===== src/hw/rtl/rmq_pkg.sv =====
// ----------------------------------------------------------------------------
// rmq_pkg
// Shared types, constants, width and latency helpers for the matrix-to-quaternion block.
// ----------------------------------------------------------------------------
`default_nettype none

package rmq_pkg;

  localparam int DATA_WIDTH_DEF = 16;
  localparam int FRAC_BITS_DEF  = 14;
  localparam int QUEUE_DEPTH    = 2;

  typedef enum logic [1:0] {
    BR_TRACE = 2'd0,
    BR_X     = 2'd1,
    BR_Y     = 2'd2,
    BR_Z     = 2'd3
  } rmq_branch_t;

  typedef struct packed {
    rmq_branch_t branch;
    logic [2:0]  neg;
  } rmq_ctrl_t;

  function automatic int rad_w(input int w, input int f);
    return ((w > f) ? w : f) + 3;
  endfunction

  function automatic int sqx_w(input int w, input int f);
    int n;
    n = rad_w(w, f) + f;
    return n + (n % 2);
  endfunction

  function automatic int root_w(input int w, input int f);
    return sqx_w(w, f) / 2;
  endfunction

  function automatic int mag_w(input int w);
    return w + 1;
  endfunction

  function automatic int num_w(input int w, input int f);
    return mag_w(w) + f + 1;
  endfunction

  function automatic int latency(input int w, input int f);
    return root_w(w, f) + num_w(w, f) + 6;
  endfunction

endpackage

`default_nettype wire


===== src/hw/rtl/rmq_front.sv =====
// ----------------------------------------------------------------------------
// rmq_front
// Accepts a matrix, picks the case, forms the radicand and the three minor
// sums or differences as sign and magnitude.
// ----------------------------------------------------------------------------
`default_nettype none

module rmq_front #(
  parameter int DATA_WIDTH = 16,
  parameter int FRAC_BITS  = 14
) (
  input  wire logic                         clk,
  input  wire logic                         rst_n,
  input  wire logic                         start,
  input  wire logic                         q_full,
  output logic                              busy,
  input  wire logic signed [DATA_WIDTH-1:0] m00,
  input  wire logic signed [DATA_WIDTH-1:0] m01,
  input  wire logic signed [DATA_WIDTH-1:0] m02,
  input  wire logic signed [DATA_WIDTH-1:0] m10,
  input  wire logic signed [DATA_WIDTH-1:0] m11,
  input  wire logic signed [DATA_WIDTH-1:0] m12,
  input  wire logic signed [DATA_WIDTH-1:0] m20,
  input  wire logic signed [DATA_WIDTH-1:0] m21,
  input  wire logic signed [DATA_WIDTH-1:0] m22,
  output logic                              f_valid,
  output rmq_pkg::rmq_ctrl_t                f_ctrl,
  output logic [rmq_pkg::rad_w(DATA_WIDTH, FRAC_BITS)-1:0] f_rad,
  output logic [2:0][rmq_pkg::mag_w(DATA_WIDTH)-1:0]       f_mag
);
  import rmq_pkg::*;

  localparam int RDW = rad_w(DATA_WIDTH, FRAC_BITS);
  localparam int TW  = RDW + 1;
  localparam int MW  = mag_w(DATA_WIDTH);
  localparam int DW  = DATA_WIDTH + 1;

  logic                  valid_r, valid_nxt;
  rmq_ctrl_t             ctrl_r;
  logic [RDW-1:0]        rad_r;
  logic [2:0][MW-1:0]    mag_r;

  logic signed [TW-1:0]  e00, e11, e22, tr, rad_s, one;
  rmq_branch_t           br;
  logic signed [DW-1:0]  s1, s2, s3, p1, p2, p3;
  logic signed [DW-1:0]  d [3];
  logic [2:0]            neg;
  logic [2:0][MW-1:0]    mag;
  logic                  accept;

  assign busy   = !rst_n || (valid_r && q_full);
  assign accept = start && !busy;

  always_comb begin
    one = TW'(1) <<< FRAC_BITS;
    e00 = TW'(m00);
    e11 = TW'(m11);
    e22 = TW'(m22);
    tr  = e00 + e11 + e22;
    if (tr > 0) begin
      br    = BR_TRACE;
      rad_s = one + tr;
    end else if (m00 > m11 && m00 > m22) begin
      br    = BR_X;
      rad_s = one + e00 - e11 - e22;
    end else if (m11 > m22) begin
      br    = BR_Y;
      rad_s = one + e11 - e00 - e22;
    end else begin
      br    = BR_Z;
      rad_s = one + e22 - e00 - e11;
    end
    if (rad_s <= 0) begin
      rad_s = TW'(1);
    end
    s1 = DW'(m21) - DW'(m12);
    s2 = DW'(m02) - DW'(m20);
    s3 = DW'(m10) - DW'(m01);
    p1 = DW'(m01) + DW'(m10);
    p2 = DW'(m02) + DW'(m20);
    p3 = DW'(m12) + DW'(m21);
    case (br)
      BR_TRACE: begin
        d[0] = s1; d[1] = s2; d[2] = s3;
      end
      BR_X: begin
        d[0] = s1; d[1] = p1; d[2] = p2;
      end
      BR_Y: begin
        d[0] = s2; d[1] = p1; d[2] = p3;
      end
      default: begin
        d[0] = s3; d[1] = p2; d[2] = p3;
      end
    endcase
    for (int i = 0; i < 3; i++) begin
      neg[i] = d[i][DW-1];
      mag[i] = neg[i] ? MW'(-d[i]) : MW'(d[i]);
    end
  end

  always_comb begin
    valid_nxt = valid_r;
    if (accept) begin
      valid_nxt = 1'b1;
    end else if (!q_full) begin
      valid_nxt = 1'b0;
    end
  end

  always_ff @(posedge clk) begin
    if (!rst_n) begin
      valid_r <= 1'b0;
    end else begin
      valid_r <= valid_nxt;
    end
    if (accept) begin
      ctrl_r.branch <= br;
      ctrl_r.neg    <= neg;
      rad_r         <= rad_s[RDW-1:0];
      mag_r         <= mag;
    end
  end

  assign f_valid = valid_r;
  assign f_ctrl  = ctrl_r;
  assign f_rad   = rad_r;
  assign f_mag   = mag_r;

endmodule

`default_nettype wire


===== config.mk =====
export PLATFORM = sky130hd
export DESIGN_NAME = rmq_front
export DESIGN_NICKNAME = d
export VERILOG_FILES = /design/src/hw/rtl/rmq_pkg.sv /design/src/hw/rtl/rmq_front.sv
export SDC_FILE = /design/constraint.sdc
export NUM_CORES = 1
export LEC_CHECK = 0
export ABC_CLOCK_PERIOD_IN_PS = 14200
export BUFFER_PORTS_ARGS = -buffer_cell sky130_fd_sc_hd__buf_2
export CAP_MARGIN = 10
export CORE_MARGIN = 3
export CORE_UTILIZATION = 60
export DETAILED_ROUTE_END_ITERATION = 10
export HOLD_SLACK_MARGIN = 0.06
export PLACE_DENSITY = 0.78
export RECOVER_POWER = 100
export SYNTH_ARGS = -nofsm -noshare
export SYNTH_HDL_FRONTEND = slang
export SYNTH_SLANG_ARGS = --single-unit

===== constraint.sdc =====
create_clock -name clk -period 14.2 [get_ports clk]
set_clock_uncertainty 0.2 [all_clocks]
set_input_delay 2.84 -clock clk [delete_from_list [all_inputs] [get_ports clk]]
set_output_delay 2.84 -clock clk [all_outputs]
set_load 0.02 [all_outputs]

======== After elaboration in Yosys (flattened, before gate mapping) ========
Index checks and enable logic that the tools add are counted.
word-level totals
  register bits ........................... 76
  input port bits ......................... 148
  logic and storage cells ................. 58
operators by class
  $add $sub $neg .......................... 21
  magnitude comparators ................... 5
  equality and inequality tests ........... 3
  mux-type cells .......................... 12
  reduce and logical (&&, ||, !) cells .... 7
operators with widths
  cell                    count
  $pmux 51 s3             1
  $add 16x16->17          4
  $mux 20                 3
  $sub 18x16->19          3
  $sub 17x16->18          3
  $add 16x16->17 const A  3
  $neg 17->17             3
  $sub 16x16->17          3
  $gt 16x16->1            3
  $mux 16                 3
  $le 20x1->1 const B     1
  $add 16x18->19 const A  1
  $add 17x16->18          1
  $gt 18x1->1 const B     1
  $mux 2                  2
  $logic_and 1x1->1       3
  $mux 1                  3
  $eq 2x1->1 const B      1
  $eq 2x2->1 const B      1
  $logic_not 1->1         2
  $logic_not 2->1         1
  $ne 2x1->1 const B      1
  $logic_or 1x1->1        1

======== Depth between registers and ports, before layout ========
  depth after elaboration ................. 8
  mapped depth ............................ 27

======== Worst setup path before layout ========
OpenSTA, ideal clock, no wires.
  path kind ............................... input-to-reg
  start ................................... in m11[1]
  end ..................................... reg mag_r (netlist bit f_mag[12]), data pin
  library setup time ...................... 0.265 ns
  arrival ................................. 7.985 ns
  slack ................................... 5.750 ns
  stages .................................. 26
  buffers on the path ..................... 2
  path through ............................ inv_1 -> fa_1 -> inv_1 -> ha_1 -> fa_1 -> a21o_1 -> a221o_1 -> a21o_1 -> a311oi_1 -> xnor2_1 -> inv_1 -> ha_1 -> or4b_4 -> o31ai_4 -> nand2_2 -> inv_1 -> buf_2 -> buf_2 -> nor2_1 -> a21o_1 -> inv_1 -> ha_1 -> o221ai_1 -> nor3_2 -> a21oi_1 -> xor2_1
RTL lines
  element                 line              RTL
  start: declaration      rmq_front.sv:21   input wire logic signed [DATA_WIDTH-1:0] m11,
  end signal: assignment  rmq_front.sv:121  mag_r <= mag;
  end: declaration        rmq_front.sv:41   logic [2:0][MW-1:0] mag_r;

==> summary.md <==
| Metric | Value |
|---|---|
| Min Hold Slack | `~0.34 ns` |
| Worst vdd ir | `0.0774 mV` |
| # setup viols final | `0` |
| Post-CTS Setup Inserts | `0` |
| Cell Rows | `between 60 and 70` |
| CP Class | `in -> reg` |
| Post-DRT Antenna Nets | `0` |
| Post-synthesis sequential area ratio | `13.3%` |
| Die ar. | `0.0305 mm^2` |
| Clock Power Share | `a little under an eighth` |
| Residual overflow from global routing | `0` |
| Die H | `175 um` |
| Largest net degree at the start of global routing | `between 70 and 80` |
| Clk_lat worst skew | `between 0.3 and 0.4 ns` |
| Inst Count DP | `between 2000 and 3000` |
| Net Sw Frac | `a little over half` |
| Req. time, crit path | `between 10 and 15 ns` |
| Cts repair resizes | `0` |
| Finished Core Util | `between 60 and 70%` |
| Post-synth EDFFs | `75` |
| Failing checks | `max-capacitance violations, max-slew violations` |
| FMAX | `a little under 90 MHz` |
| CTS max path bufs | `2` |
| Final layout net count | `around 2700` |
| Iteration-0 DRC Markers | `just under 2000` |
| DP Worst Slack | `4.50 ns` |
| Placed Area | `around 0.018 mm^2` |
| Number of global-route vias before repair | `about 15000` |
| CP cell instances | `buf_2 -> inv_1 -> fa_1 -> inv_1 -> ha_1 -> a211oi_1 -> o21ai_0 -> a221oi_1 -> o21bai_1 -> a21o_1 -> a21oi_1 -> xor2_1 -> ha_1 -> or4b_4 -> o31ai_4 -> clkbuf_1 -> nand3_1 -> o21ai_2 -> ha_1 -> nand4_1 -> or2_0 -> o21ai_0 -> xnor2_1` |
| DR DRC count | `0` |
| Yosys reg bits | `between 70 and 80` |
| Syn nets | `roughly 2600` |
| Clk sinks | `76` |
| DP Wirelength | `~47000 um` |
| Final count of hold timing violations | `0` |
| Final Max Slew Viols | `188` |
| CTS tree | `done` |
| Clock root buffer | `clkbuf_16` |
| Setup ws final | `2.66 ns` |
| CTS Buf Count | `9` |
| Initial Utilization | `about three fifths` |
| Status | `finished, violations left` |
| Final WL | `57000 um` |
| Power share of the combinational group | `between 70 and 80%` |
| Fin area | `around 0.019 mm^2` |
| Hold Buf Count CTS | `0` |
| Die X | `around 170 um` |
| Pint | `1.02 mW` |
| # diodes | `0` |
| Hold Path Class | `reg -> reg` |
| Worst path max stage delay | `~2.6 ns` |
| GRT Util Overall | `between 30% and 40%` |
| Initial antenna violation count | `1` |
| Fin crit period | `roughly 12 ns` |
| Net switching power | `about 1.1 mW` |
| Final worst path period share | `81.3%` |
| I/O Buffers | `~220` |
| Part of the power in registers | `~16%` |
| Max-Cap Viols | `3` |
| Worst-Margin Slew | `between 3 and 4 ns` |
| Post-synthesis area per instance | `approximately 8.3 um^2` |
| Post-synth cell types | `between 100 and 150` |
| CTS H-tree depth | `3` |
| Startpoint Class | `primary input` |
| Ys Warns | `0` |
| Relative slew slack | `-163%` |
| Worst Path Max Fanout | `75` |
| Routed length per instance | `around 22 um` |
| Routability cong. | `1.00` |
| Critical path's most frequent cell | `ha_1` |
| Worst path arrival time | `about 11 ns` |
| TNS Setup | `0 ns` |
| Final instance count without filler cells | `approximately 2600` |
| Synth Instances | `2048` |
| CP max stage cell | `clkbuf_1` |
| Via density | `6.36` |
| Asr flop ratio synth | `0%` |
| Synth Cell Area | `~0.017 mm^2` |
| Setup crit end kind | `flip-flop` |
| Synth Flop Type | `edfxtp_1` |
| Layout area overhead | `8.64%` |
| TritonRoute pass-1 iters | `7` |
| Global-route wire length before repair | `about 86000 um` |
| Overall Power | `between 2 and 2.5 mW` |
| Leak | `between 8 and 9 nW` |
| RSZ-0062 raised after global routing | `false` |
| P per Cell Area | `about 120 mW/mm^2` |
| Total vias in the final route | `16562` |
| Boundary Pins | `around 230` |
| Worst-path clk slew | `0.07 ns` |
| Fraction of layout cells with a size suffix above 1 | `under 10%` |
| CORE AREA | `roughly 0.028 mm^2` |
critical path: cells and delay by family:
family	cells	cell delay (ns)
adder cells (fa/ha/maj)	4	1.36
XOR/XNOR	2	0.37
AO/OA/AOI/OAI	9	2.48
AND/OR/NAND/NOR	4	1.41
buffers and inverters	4	2.94
power by group through the flow:
stage	clock, mW	sequential [mW]	combinational (mW)
floorplan	0	0.400	1.04
global placement	0	0.355	1.50
detailed placement	0	0.355	1.52
CTS	0.242	0.351	1.53
global route	0.252	0.356	1.67
finish	0.243	0.354	1.56
kinds of logic (layout without fill, tap and decap cells):
family,count (synthesis),count (layout),synth area share (%)
fa+ha+maj,377,377,30.9
compound gates,577,577,22.9
mux,35,35,2.13
flops,76,76,13.3
buf+inv,269,448,6.39
simple gates,550,550,16.0
xor+xnor,163,163,8.37
other cells,1,1,0.0220
Yosys cell counts, drive strengths merged (19+ instances only):
cell	count	share of area (%)
a211oi	31	1.4
buf	28	1.1
mux2i	25	1.5
nand2	135	3.0
xor2	56	2.9
and3	21	0.80
a21oi	137	4.0
xnor2	107	5.5
ha	303	22
edfxtp	75	13
o21bai	19	0.86
nand3	32	0.94
o211ai	23	1.0
clkbuf	44	0.98
nor2b	30	1.1
o31ai	24	1.2
fa	74	8.7
nand2b	31	1.1
o21ai	128	3.8
a21o	33	1.5
inv	197	4.3
nor3	48	1.4
nor2	162	3.6
a31oi	30	1.3
flip-flops by register name (all words and copies together) (netlist names):
| signal | count |
|---|---|
| f_rad | 19 |
| f_ctrl | 5 |
| f_valid | 1 |
| f_mag | 51 |
layout by cell type, fill, tap and decap left out, types with 8 or more instances in the layout:
| master | Yosys | layout |
|---|---|---|
| a211o_1 | 8 | 8 |
| a21oi_1 | 137 | 136 |
| o21a_1 | 14 | 14 |
| a211oi_1 | 31 | 31 |
| a31oi_1 | 27 | 28 |
| nor3_1 | 47 | 48 |
| nand2_1 | 134 | 135 |
| o211ai_1 | 23 | 23 |
| mux2_2 | 10 | 10 |
| o21bai_1 | 18 | 18 |
| fa_1 | 74 | 74 |
| or2_2 | 15 | 15 |
| a21o_1 | 33 | 33 |
| o31ai_1 | 20 | 21 |
| xor2_1 | 56 | 56 |
| buf_4 | 0 | 9 |
| and3_1 | 20 | 20 |
| a21boi_0 | 8 | 8 |
| a2111oi_0 | 10 | 11 |
| o21ai_0 | 124 | 126 |
| inv_1 | 196 | 197 |
| nor2_1 | 161 | 159 |
| a221oi_1 | 9 | 9 |
| nand4_1 | 11 | 11 |
| buf_2 | 14 | 147 |
| nand2b_1 | 31 | 31 |
| clkbuf_1 | 42 | 79 |
| ha_1 | 303 | 303 |
| nand3_1 | 32 | 32 |
| clkbuf_16 | 0 | 9 |
| o311ai_0 | 8 | 8 |
| nor4b_1 | 7 | 9 |
| nor2b_1 | 30 | 30 |
| mux2i_1 | 25 | 24 |
| or3_1 | 15 | 15 |
| xnor2_1 | 107 | 107 |
| edfxtp_1 | 75 | 75 |
| o22ai_1 | 11 | 11 |
metal layers:
| layer | vias up | track usage [%] | wire length, um |
|---|---|---|---|
| met5 | - | 0 | 12 |
| met4 | 2 | 9.28 | 1670 |
| met3 | 125 | 5.93 | 5390 |
| met2 | 906 | 54.2 | 24300 |
| met1 | 7893 | 53.4 | 25700 |
| li1 | 7636 | - | - |
worst paths after layout:
| check | start | to | slack (ns) | cells after the start |
|---|---|---|---|---|
| worst max-delay path | m00[3] | f_mag[48] | 2.66 | 23 |
| worst min-delay path | f_valid | f_valid | 0.34 | 2 |
| worst max register to register | f_valid | f_rad[11] | 10.17 | 2 |
| worst min register to register | f_valid | f_valid | 0.34 | 2 |
layout make-up:
cell class	count	area [um^2]
clock buffers	9	225
clock inverters	7	65.1
fillers	2434	9410
inverters	197	739
multi-input cells	1703	13700
flip-flops and latches	76	2270
well taps	378	473
repair buffers	235	1100
Note: power is estimated with default switching activity, not from simulation.
