### src/hw/rtl/rmq_pkg.sv
// ----------------------------------------------------------------------------
// rmq_pkg
// Shared types, constants, width and latency helpers for the matrix-to-quaternion block.
// ----------------------------------------------------------------------------
`default_nettype none

package rmq_pkg;

  localparam int DATA_WIDTH_DEF = 16;
  localparam int FRAC_BITS_DEF  = 14;
  localparam int QUEUE_DEPTH    = 2;

  typedef enum logic [1:0] {
    BR_TRACE = 2'd0,
    BR_X     = 2'd1,
    BR_Y     = 2'd2,
    BR_Z     = 2'd3
  } rmq_branch_t;

  typedef struct packed {
    rmq_branch_t branch;
    logic [2:0]  neg;
  } rmq_ctrl_t;

  function automatic int rad_w(input int w, input int f);
    return ((w > f) ? w : f) + 3;
  endfunction

  function automatic int sqx_w(input int w, input int f);
    int n;
    n = rad_w(w, f) + f;
    return n + (n % 2);
  endfunction

  function automatic int root_w(input int w, input int f);
    return sqx_w(w, f) / 2;
  endfunction

  function automatic int mag_w(input int w);
    return w + 1;
  endfunction

  function automatic int num_w(input int w, input int f);
    return mag_w(w) + f + 1;
  endfunction

  function automatic int latency(input int w, input int f);
    return root_w(w, f) + num_w(w, f) + 6;
  endfunction

endpackage

`default_nettype wire

### src/hw/rtl/rmq_queue.sv
// ----------------------------------------------------------------------------
// rmq_queue
// Short queue between the front and the back, registered read.
// ----------------------------------------------------------------------------
`default_nettype none

module rmq_queue #(
  parameter int DW = 8
) (
  input  wire logic          clk,
  input  wire logic          rst_n,
  input  wire logic          push,
  input  wire logic [DW-1:0] push_data,
  output logic               full,
  output logic               rd_valid,
  output logic [DW-1:0]      rd_data
);
  import rmq_pkg::*;

  localparam int PW = $clog2(QUEUE_DEPTH);
  localparam int CW = $clog2(QUEUE_DEPTH + 1);

  logic [DW-1:0] mem [QUEUE_DEPTH];
  logic [PW-1:0] wr_ptr_r, rd_ptr_r;
  logic [CW-1:0] cnt_r, cnt_nxt;
  logic          rd_valid_r;
  logic [DW-1:0] rd_data_r;
  logic          do_push, do_pop;

  assign full    = (cnt_r == CW'(QUEUE_DEPTH));
  assign do_push = push && !full;
  assign do_pop  = (cnt_r != '0);

  always_comb begin
    cnt_nxt = cnt_r;
    if (do_push && !do_pop) begin
      cnt_nxt = cnt_r + 1'b1;
    end else if (do_pop && !do_push) begin
      cnt_nxt = cnt_r - 1'b1;
    end
  end

  always_ff @(posedge clk) begin
    if (!rst_n) begin
      wr_ptr_r   <= '0;
      rd_ptr_r   <= '0;
      cnt_r      <= '0;
      rd_valid_r <= 1'b0;
    end else begin
      cnt_r      <= cnt_nxt;
      rd_valid_r <= do_pop;
      if (do_push) begin
        wr_ptr_r <= wr_ptr_r + 1'b1;
      end
      if (do_pop) begin
        rd_ptr_r <= rd_ptr_r + 1'b1;
      end
    end
  end

  always_ff @(posedge clk) begin
    if (do_push) begin
      mem[wr_ptr_r] <= push_data;
    end
    if (do_pop) begin
      rd_data_r <= mem[rd_ptr_r];
    end
  end

  assign rd_valid = rd_valid_r;
  assign rd_data  = rd_data_r;

endmodule

`default_nettype wire

### config.mk
export PLATFORM = sky130hd
export DESIGN_NAME = rmq_queue
export DESIGN_NICKNAME = d
export VERILOG_FILES = /design/src/hw/rtl/rmq_pkg.sv /design/src/hw/rtl/rmq_queue.sv
export SDC_FILE = /design/constraint.sdc
export NUM_CORES = 1
export LEC_CHECK = 0
export CAP_MARGIN = 0
export CORE_ASPECT_RATIO = 0.75
export CORE_MARGIN = 4
export CORE_UTILIZATION = 30
export CTS_CLUSTER_SIZE = 8
export DETAILED_ROUTE_END_ITERATION = 8
export DONT_BUFFER_PORTS = 1
export PLACE_DENSITY = 0.54
export REMOVE_ABC_BUFFERS = 1
export SETUP_SLACK_MARGIN = 0.15
export SLEW_MARGIN = 20
export SYNTH_ARGS = -nofsm -noshare
export SYNTH_HDL_FRONTEND = slang
export SYNTH_SLANG_ARGS = --single-unit
### constraint.sdc
create_clock -name clk -period 2.1 [get_ports clk]
set_clock_uncertainty 0.05 [all_clocks]
set_input_delay 0.42 -clock clk [delete_from_list [all_inputs] [get_ports clk]]
set_output_delay 0.42 -clock clk [all_outputs]
set_load 0.01 [all_outputs]
# After elaboration in Yosys (flattened, before gate mapping)
# Memories as Yosys holds them, arrays and structs flattened. A register that Yosys moved wholly into a read port is not among the register bits.
# Cells that the tools add are included.
[word_totals] register_bits=5 ramBits=16 inputBits=11 out_inout_bits=10 wordCells=22 n_memories=1
[classes] add_sub_neg=4 n_eq_ne=1 n_mux=4 n_reduce_logical=8
[mem_list] memory="mem" words=2 width=8 read_ports=1 rd_clocked_by_memory_dff=1 wr=1 line_no="rmq_queue.sv:23" rtl="logic [DW-1:0] mem [QUEUE_DEPTH];"
[op_table] cell="two-way mux 2 bit" n=2
[op_table] cell="nonzero test 2 bit" n=2
[op_table] cell="logical AND 1 bit" n=3
[op_table] cell="zero test 1 bit" n=3
[op_table] cell="adder 1 bit (second input constant)" n=2
[op_table] cell="adder 2 x 1 -> 2 bit (second input constant)" n=1
[op_table] cell="equality test 2 bit (second input constant)" n=1
[op_table] cell="two-way mux 1 bit" n=2
[op_table] cell="subtractor 2 x 1 -> 2 bit (second input constant)" n=1

# Depth between registers and ports, before layout
# Gate-level depths: netlist (run 1).
[depth] ltp_word=7 mapped_depth=7

# Worst setup path before layout (run 1)
# OpenSTA, ideal clock, no wires.
[synth_timing] path_kind="reg2reg" from="reg cnt_r[0]" to="reg cnt_r[1]" arrival_ns=1.427 t_required_ns=1.980 setup_slack_ns=0.553 path_stages_with_launch=7 path_buffers=0 synth_period_minus_slack_ns=1.547 cell_sequence="dfxtp_1 -> nand2b_1 -> inv_1 -> nor2_1 -> ha_1 -> or3_1 -> a21oi_1"
[synth_between] elab_chain_cells=6
[synth_rtl] item="start: declaration" line_no="rmq_queue.sv:25" rtl="logic [CW-1:0] cnt_r, cnt_nxt;"
[synth_rtl] item="start signal: assignment" line_no="rmq_queue.sv:50" rtl="cnt_r <= cnt_nxt;"
[synth_rtl] item="equality test 2 bit *" line_no="rmq_queue.sv:30" rtl="assign full = (cnt_r == CW'(QUEUE_DEPTH));"
[synth_rtl] item="named net full" line_no="rmq_queue.sv:14" rtl="output logic full,"
[synth_rtl] item="zero test 1 bit *" line_no="rmq_queue.sv:31" rtl="assign do_push = push && !full;"
[synth_rtl] item="logical AND 1 bit *" line_no="rmq_queue.sv:31"
[synth_rtl] item="zero test 1 bit" line_no="rmq_queue.sv:38" rtl="end else if (do_pop && !do_push) begin"
[synth_rtl] item="logical AND 1 bit" line_no="rmq_queue.sv:38"
[synth_rtl] item="nonzero test 2 bit (no source line)"
# The timed path passes the listed nets; every way through them passes the cells marked *. The select of a mux whose other input is x is not followed.
# A chain may end at the register's enable or synchronous reset.

# Final worst setup path (run 1)
# Ends and elaborated chain as after synthesis.

==> impl_results.md, run 1 <==
- Status: completed
- Pwr Density: 1440 mW/mm2
- Sw power: 0.451 mW
- FF-to-FF Start: cnt_r[0]
- Max-slew headroom: 0.687
- CP endpoint kind: flip-flop
- Clock sink total: 29
- Setup Total Neg Slack: 0 ns
- Share of the core filled with cells: 0.363
- Post-synth EDFFs: 24
- Post-synth top cells: edfxtp_1, mux2_2, dfxtp_1, nor2_1, inv_1
- IO Pins: 21
- Cells on worst reg2reg path: 6
- Post-synth cell types: 16
- Maximum fanout along the worst path: 4
- CTS max path bufs: 2
- Synth top area share: 0.691
- Iteration-0 DRC Markers: 19
- Total core area: 0.00331 mm2
- Maximum Capacitance Violations: 0
- Buffers on Ports: 0
- DRT Pass-1 Iters: 2
- Met3 Usage GRT: 0.0562
- Antenna viol nets, final: 0
- CTS resizes: 0
- CTS Buf Count: 5
- Pleak: 0.432 nW
- Chip height: 59.0 um
- Area grow syn2layout: 15.2%
- CTS root buffer: clkbuf_8
- Seq cells post-synth: 29
- Post-Syn Area: between 0.001 and 0.0015 mm2
- Pint: 1.28 mW
- RSZ-0062 raised after global routing: false
- Tot GR Track Use: 0.0826
- Post-Layout Cell Count: 107
- Leading area contributor after synthesis: edfxtp_1
- Final HPWL from detailed placement: 1.09 mm
- WP data required: 2.26 ns
- Post-Synthesis Cells: 59
- Initial Utilization: 0.315
- Hold_sp: push_data[3]
- Gr busiest metal: met2
- Fin. Hold Viols: 0
- Rows: 18
- Worst Setup Start Kind: flip-flop
- Global-route wire length before repair: around 2.6 mm
- Post-synthesis sequential area ratio: 0.788
- Comb pwr share: 0.145
- Final Setup Violations: 0
- # DRC: 0
- Overall routed net length: 1.56 mm
- FMAX: approximately 0.6 GHz
- Syn Area/Cell: 17.7 um2
- Net count, final: slightly below 80
- Layout cells sized above 1: 0.239
- Hold buffers post-CTS: 0
- Critical path data arrival time: between 1.5 and 2 ns
- Hold path cells: 0
- CTS tree: done
- Sw frac: 0.260
- Die X: 76.1 um
- DR WL/cell: approximately 15 um
- Measured slew at the worst slew-check pin: 0.469 ns
- Largest net degree at the start of global routing: 10
- Worst-path clk slew: 0.06 ns
- GR Layer Usage met1: 0.0833
- Worst-Skew Late Latency: 0.27 ns
- R2R Path End: cnt_r[1]
- Hold Path Class: input pin to flip-flop
- GR Layer Usage met2: 0.123
- Primary FF master, synth: edfxtp_1
- Min Tclk post-route: between 1.5 and 2 ns
- Full die area: 0.00449 mm2
- Sequential share of power: 0.541
- Asr flop ratio synth: 0
- Worst VDD drop: approximately 0.5 mV
- Gp weighted congestion: 0.705
- Flop-to-flop setup slack: roughly 0.43 ns
- Inst Count DP: 99
- Crit share post-route: 0.793
- Worst hold endpoint: mem[1][3]
- CTS H-Tree Depth: 2
- WS Path Type: flip-flop to flip-flop
- Vias in the first global route: 525
- Clock power share: 0.314
- Vias/cell: 4.36
- Post CTS Setup Buffer Count: 0
- DR vias: 466
- Yosys warnings: 0
- Total congestion overflow: 0
- # diodes: 0
- Initial antenna violation count: 0
- Max-slew violations: 0
- Top cells by area, synth: edfxtp_1, dfxtp_1, mux2_2
- Most common cell in the synthesized netlist: edfxtp_1
==> how the worst max path moves through the flow <==
stage / from / end / slack, ns / cells past startpoint
final: cnt_r[0] / cnt_r[1] / 0.43 / 6
after CTS: cnt_r[0] / cnt_r[1] / 0.42 / 6
after detailed placement: cnt_r[0] / cnt_r[1] / 0.42 / 6
after global placement: cnt_r[0] / cnt_r[1] / 0.49 / 6
after global routing: cnt_r[0] / cnt_r[1] / 0.32 / 6
after floorplan: cnt_r[0] / cnt_r[1] / 0.55 / 6
==> placed cells by master (no fill, tap or decap), types with 3 or more instances in the layout <==
cell	instances
edfxtp_1	24
mux2_2	8
nor2_1	5
clkbuf_8	5
dfxtp_1	5
inv_1	4
xor2_1	3
==> sequential cells by signal, summed over array words and instances, names as in the netlist <==
signal,cells
rd_ptr_r,1
wr_ptr_r,1
cnt_r,2
mem,16
rd_data,8
rd_valid,1
==> stage by stage <==
| stage | setup slack [ns] | total power, mW | hold WS, ns | area, um2 |
|---|---|---|---|---|
| after global placement | 0.493 | 1.20 | 0.439 | 1090 |
| after detailed placement | 0.422 | 1.21 | 0.456 | 1090 |
| after global routing | 0.316 | 1.84 | 0.168 | 1200 |
| after floorplan | 0.553 | 1.13 | 0.422 | 1040 |
| final | 0.434 | 1.73 | 0.188 | 1200 |
| after CTS | 0.419 | 1.77 | 0.175 | 1200 |
==> power by group through the flow <==
stage                     clock network [mW]  logic, mW  registers [mW]
after detailed placement                   0      0.257           0.956
after floorplan                            0      0.206           0.926
after global placement                     0      0.248           0.951
final                                  0.544      0.252           0.939
after global routing                   0.595      0.287           0.956
after CTS                              0.566      0.259           0.944
==> layer usage <==
metal	routed length [um]	up-vias
met3	157	6
met1	631	212
met5	0	-
met4	36	0
li1	-	229
met2	729	19
==> worst max-delay path, stage by stage, from the launching register on <==
cell and delay (ns):
dfxtp_1 0.34, nand2b_1 0.18, inv_1 0.17, nor2_1 0.07, ha_1 0.31, or3_1 0.35, a21oi_1 0.14
==> final cells by class <==
| class | count | area [um2] |
|---|---|---|
| inverter | 4 | 15.0 |
| fill | 315 | 2110 |
| sequential | 29 | 821 |
| tap | 40 | 50.0 |
| timing repair buffer | 1 | 7.51 |
| clock inverter | 2 | 33.8 |
| clock buffer | 6 | 72.6 |
| multi-input combinational | 25 | 201 |
==> cells by family after synthesis <==
group	Yosys count	share of synthesized area
adder cells (fa/ha/maj)	1	0.0120
multiplexers	8	0.0864
XOR/XNOR	3	0.0252
flip-flops	29	0.788
buffers and inverters	5	0.0192
AND/OR/NAND/NOR	9	0.0456
AO/OA/AOI/OAI	4	0.0240
(Power assumes the default switching activity.)
==> run 2, diff against run 1 <==
- ABC_AREA: not set -> 1
- PLACE_DENSITY: 0.54 -> 0.55
- clock period: 2.1 -> 1.45 ns (I/O delays scaled with it)
==> impl_results.md, run 2 <==
- Worst-Skew Late Latency: between 0.2 and 0.3 ns
- Worst Setup Start Kind: flip-flop
- Clock sink total: 29
- Final HPWL from detailed placement: 1.15 mm
- Antenna viol nets, final: 0
- DR WL/cell: 12.5 um
- Hold path cells: 0
- # DRC: 0
- Post-Syn Area: roughly 0.0011 mm2
- Measured slew at the worst slew-check pin: 0.404 ns
- Post-synth cell types: 16
- FMAX: 0.758 GHz
- Worst-path clk slew: 0.06 ns
- CP Depth: 3
- Most frequent cells in the layout: nand2_1, edfxtp_1, buf_4
- Crit path largest cell delay: between 0.3 and 0.4 ns
- WP data required: 1.33 ns
- CP endpoint kind: flip-flop
- Maximum Capacitance Violations: 0
- Total congestion overflow: 0
- CP top delay family: flip-flops
- Pleak: around 0.5 nW
- CTS H-Tree Depth: 2
- Leading area contributor after synthesis: edfxtp_1
- Max FFs per register: 16
- Cells on worst reg2reg path: 3
- # diodes: 0
- Fin. Hold Viols: 0
- Net count, final: 110
- Post-Synthesis Cells: 85
- Commonest non-fill, non-tap cell in the layout: nand2_1
- Min Tclk post-route: 1.32 ns
- Inst Count DP: 128
- Iteration-0 DRC Markers: 53
- Vias/cell: 4.30
- Most common cell in the synthesized netlist: nand2_1
- Pwr Density: 2100 mW/mm2
- Final Setup Violations: 0
- Die X: roughly 77 um
- Tot GR Track Use: 0.0895
- Post-Layout Cell Count: 139
- IO Pins: 21
- Post-synth top cells: nand2_1, edfxtp_1, nor2_1, inv_1, dfxtp_1
- Max-slew violations: 0
- Post-synthesis sequential area ratio: 0.774
- Post-synth EDFFs: 24
- Gp weighted congestion: 0.718
- Crit-path cells: o21ai_4 -> buf_4 -> nor2_2
- Setup Total Neg Slack: 0 ns
- Critical-path top delay cell: dfxtp_1
- Primary FF master, synth: edfxtp_1
- Layout cells sized above 1: 0.263
- Maximum fanout along the worst path: 8
- Seq cells post-synth: 29
- Top cells by area, synth: edfxtp_1, nand2_1, dfxtp_1
- WS Path Type: flip-flop to flip-flop
- RSZ-0062 raised after global routing: true
- Reg with most FFs: mem
- Critical path data arrival time: approximately 1.2 ns
- Largest net degree at the start of global routing: 11
- Initial antenna violation count: 0
- Syn Area/Cell: 12.5 um2
- Full die area: ~0.0046 mm2
- Buffers on Ports: 0
- DR vias: roughly 600
- Overall routed net length: 1.74 mm
- Total core area: 0.00333 mm2
- Hold Path Class: input pin to flip-flop
- Worst VDD drop: 0.732 mV
- CTS root buffer: clkbuf_8
- CTS max path bufs: 2
- CTS tree: done
- Area grow syn2layout: 21.0%
- Rows: 18
- Global-route wire length before repair: 2.86 mm
- Max-slew headroom: 0.730
- Status: completed
- Crit share post-route: 0.910
- CTS Buf Count: 5
- Synth top area share: 0.679
- Asr flop ratio synth: 0
- DRT Pass-1 Iters: 4
- Worst Path Buf+Inv: 1
- Yosys warnings: 0
- Initial Utilization: 0.318
- Chip height: 59.5 um
- Vias in the first global route: 620
run 2: stage by stage:
step | total power, mW | instance area [um2] | utilization | worst slack, ns | hold WS [ns]
global route | 2.90 | 1280 | 0.385 | 0.0379 | 0.0365
detailed placement | 1.99 | 1140 | 0.341 | 0.0416 | 0.339
CTS | 2.70 | 1270 | 0.380 | 0.105 | 0.0460
global placement | 1.98 | 1140 | 0.341 | 0.0894 | 0.339
floorplan | 1.78 | 1060 | - | 0.137 | 0.339
finish | 2.70 | 1280 | 0.385 | 0.131 | 0.0547
run 2: cell families (layout without fill, tap and decap cells):
group                      count (synthesis)  after routing  share of synthesized area
and+or+nand+nor                           38             38                      0.143
DFF                                       29             29                      0.774
buffers and inverters                     11             25                     0.0401
AOI/OAI and AO/OA                          6              6                     0.0318
adders and majority gates                  1              1                     0.0118
run 2: path summary, 6_finish.rpt:
kind                start    endpoint  slack [ns]
max              cnt_r[0]   mem[1][3]        0.13
min          push_data[6]   mem[1][6]        0.05
max reg2reg      cnt_r[0]   mem[1][3]        0.13
min reg2reg     mem[0][1]  rd_data[1]        0.46
run 2: layout make-up:
class,count,area [um2]
clock buffer,5,68.8
clock inverter,3,12.5
fill,325,2050
inverter,10,37.5
multi-input combinational,45,240
sequential,29,822
tap,40,50.0
timing repair buffer,7,52.6
run 2: what timing repair did:
| item | 4_1_cts | 5_1_grt |
|---|---|---|
| buffers inserted | 2 | 1 |
| pin swaps | 3 | 1 |
| hold buffers | 0 | 0 |
| endpoints found under the setup margin | 19 | 11 |
| resized for setup | 8 | 2 |
run 2: report_power, final:
part           leakage, nW  switching (mW)  total, mW  internal (mW)
sequential           0.269           0.170       1.40           1.23
clock               0.0430           0.284      0.605          0.321
combinational        0.193           0.433      0.693          0.260
run 2: layer usage:
metal	part of all wire	global-route usage	vias up
met5	0	0	-
met4	0.039	0.0775	0
met3	0.086	0.0547	8
met2	0.48	0.143	16
met1	0.39	0.0825	269
li1	-	-	305
==> run 3, diff against run 2 <==
==> constraint.sdc (replaced) <==
create_clock -name clk -period 1.45 [get_ports clk]
set_clock_uncertainty 0.05 [all_clocks]
set_input_delay 0.0725 -clock clk [delete_from_list [all_inputs] [get_ports clk]]
set_output_delay 0.0725 -clock clk [all_outputs]
set_load 0.01 [all_outputs]
==> impl_results.md, run 3 (same netlist as run 2, synthesis figures left out) <==
- Worst VDD drop: 0.817 mV
- Crit share post-route: 0.895
- Post-route setup slack: 0.152 ns
- Inst Count DP: 128
- Rows: 18
- Max FFs per register: 16
- Status: complete, but fails checks
- FMAX: 0.770 GHz
- Crit-path cells: inv_2 -> o21ai_4 -> inv_2 -> ha_4 -> inv_2 -> nand4_1 -> nand2_1 -> nor2_2
- Post-Layout Cell Count: 148
- Power Total: 2.77 mW
- # DRC: 0
- Final Setup Violations: 0
- Buffers on Ports: 0
- DR WL/cell: 11.8 um
- DRT Pass-1 Iters: 4
- CTS tree: done
- Fill cell count: 318
- Worst-Skew Late Latency: about 0.28 ns
- Reg area: just over 800 um2
- Area grow syn2layout: 30.3%
- CTS root buffer: clkbuf_8
- # diodes: 0
- Hold path cells: 3
- Crit path largest cell delay: between 0.3 and 0.4 ns
- Total congestion overflow: 0
- RSZ-0062 raised after global routing: true
- Chip height: 59.5 um
- Total core area: ~0.0033 mm2
- Min Tclk post-route: approximately 1.3 ns
- Final HPWL from detailed placement: 1.21 mm
- Worst Path Buf+Inv: 3
- WHS: -0.00366 ns
- Hold Path Class: input pin to flip-flop
- Worst Setup Start Kind: flip-flop
- Critical-path top delay cell: dfxtp_2
- Pleak: 0.546 nW
- Maximum fanout along the worst path: 4
- Iteration-0 DRC Markers: 36
- Most frequent cells in the layout: nand2_1, edfxtp_1, dlygate4sd3_1
- Initial antenna violation count: 0
- CP Depth: 8
- DR vias: 639
- Gp weighted congestion: 0.726
- Cells on worst reg2reg path: 8
- Reg with most FFs: mem
- Failing checks: negative hold slack
- CTS max path bufs: 2
- Net count, final: 119
- Clock sink total: 29
- Max-slew headroom: 0.726
- Pwr Density: 2000 mW/mm2
- Full die area: 0.00456 mm2
- IO Pins: 21
- Pre-CTS WS: 0.0359 ns
- Die X: approximately 77 um
- Critical path data arrival time: around 1.5 ns
- Setup Total Neg Slack: 0 ns
- Fin. Hold Viols: 1
- Fin area: 0.00138 mm2
- Tot GR Track Use: 0.0894
- Global-route wire length before repair: 2.94 mm
- Max-slew violations: 0
- Initial Utilization: 0.318
- Vias in the first global route: 673
- Layout cells sized above 1: 0.287
- CTS H-Tree Depth: 2
- Commonest non-fill, non-tap cell in the layout: nand2_1
- CP top delay family: flip-flops
- WS Path Type: flip-flop to flip-flop
- Worst-path clk slew: 0.07 ns
- Maximum Capacitance Violations: 0
- Share of the core filled with cells: 0.415
- WP data required: 1.62 ns
- Overall routed net length: 1.75 mm
- Largest net degree at the start of global routing: 11
- Measured slew at the worst slew-check pin: 0.410 ns
- CTS Buf Count: 5
- Vias/cell: 4.32
- Antenna viol nets, final: 0
- Multi-input gate area: 243 um2
- Placed instance area: ~0.0011 mm2
- Crit-path most repeated cell: inv_2
- CP endpoint kind: flip-flop
-- run 3: layer usage --
layer / part of all wire / vias to the layer above / track usage
met4: 0.011 / 0 / 0.0543
li1: - / 325 / -
met1: 0.42 / 293 / 0.0872
met3: 0.055 / 4 / 0.0441
met5: 0 / - / 0
met2: 0.51 / 17 / 0.156
-- run 3: final cells by class --
type / count / share of cell area
tap: 40 / 0.0362
inverter: 10 / 0.0271
clock inverter: 3 / 0.0127
multi-input combinational: 45 / 0.176
timing repair buffer: 16 / 0.103
sequential: 29 / 0.595
clock buffer: 5 / 0.0498
-- run 3: timing repair --
item | CTS | global route
hold buffers | 9 | 0
gates cloned | 0 | 0
buffers inserted | 2 | 1
pin swaps | 5 | 5
endpoints found under the setup margin | 18 | 18
endpoints found under the hold margin | 21 | 0
gates resized for setup | 7 | 6
-- run 3: worst min-delay path: cells and delay by family --
kind	cells	cell delay (ns)
AO/OA/AOI/OAI	2	0.12
AND/OR/NAND/NOR	1	0.08
-- run 3: worst paths after layout --
path / startpoint / end / slack (ns)
setup reg to reg: cnt_r[1] / cnt_r[1] / 0.15
hold reg to reg: mem[0][2] / rd_data[2] / 0.46
hold / removal: push / wr_ptr_r / -0.004
setup / recovery: cnt_r[1] / cnt_r[1] / 0.15
-- run 3: report_power, final --
part	switching, mW	total [mW]	leakage (nW)	internal [mW]
registers	0.168	1.40	0.269	1.23
clock network	0.302	0.632	0.0439	0.330
logic	0.448	0.737	0.233	0.289
total	0.918	2.77	0.546	1.85
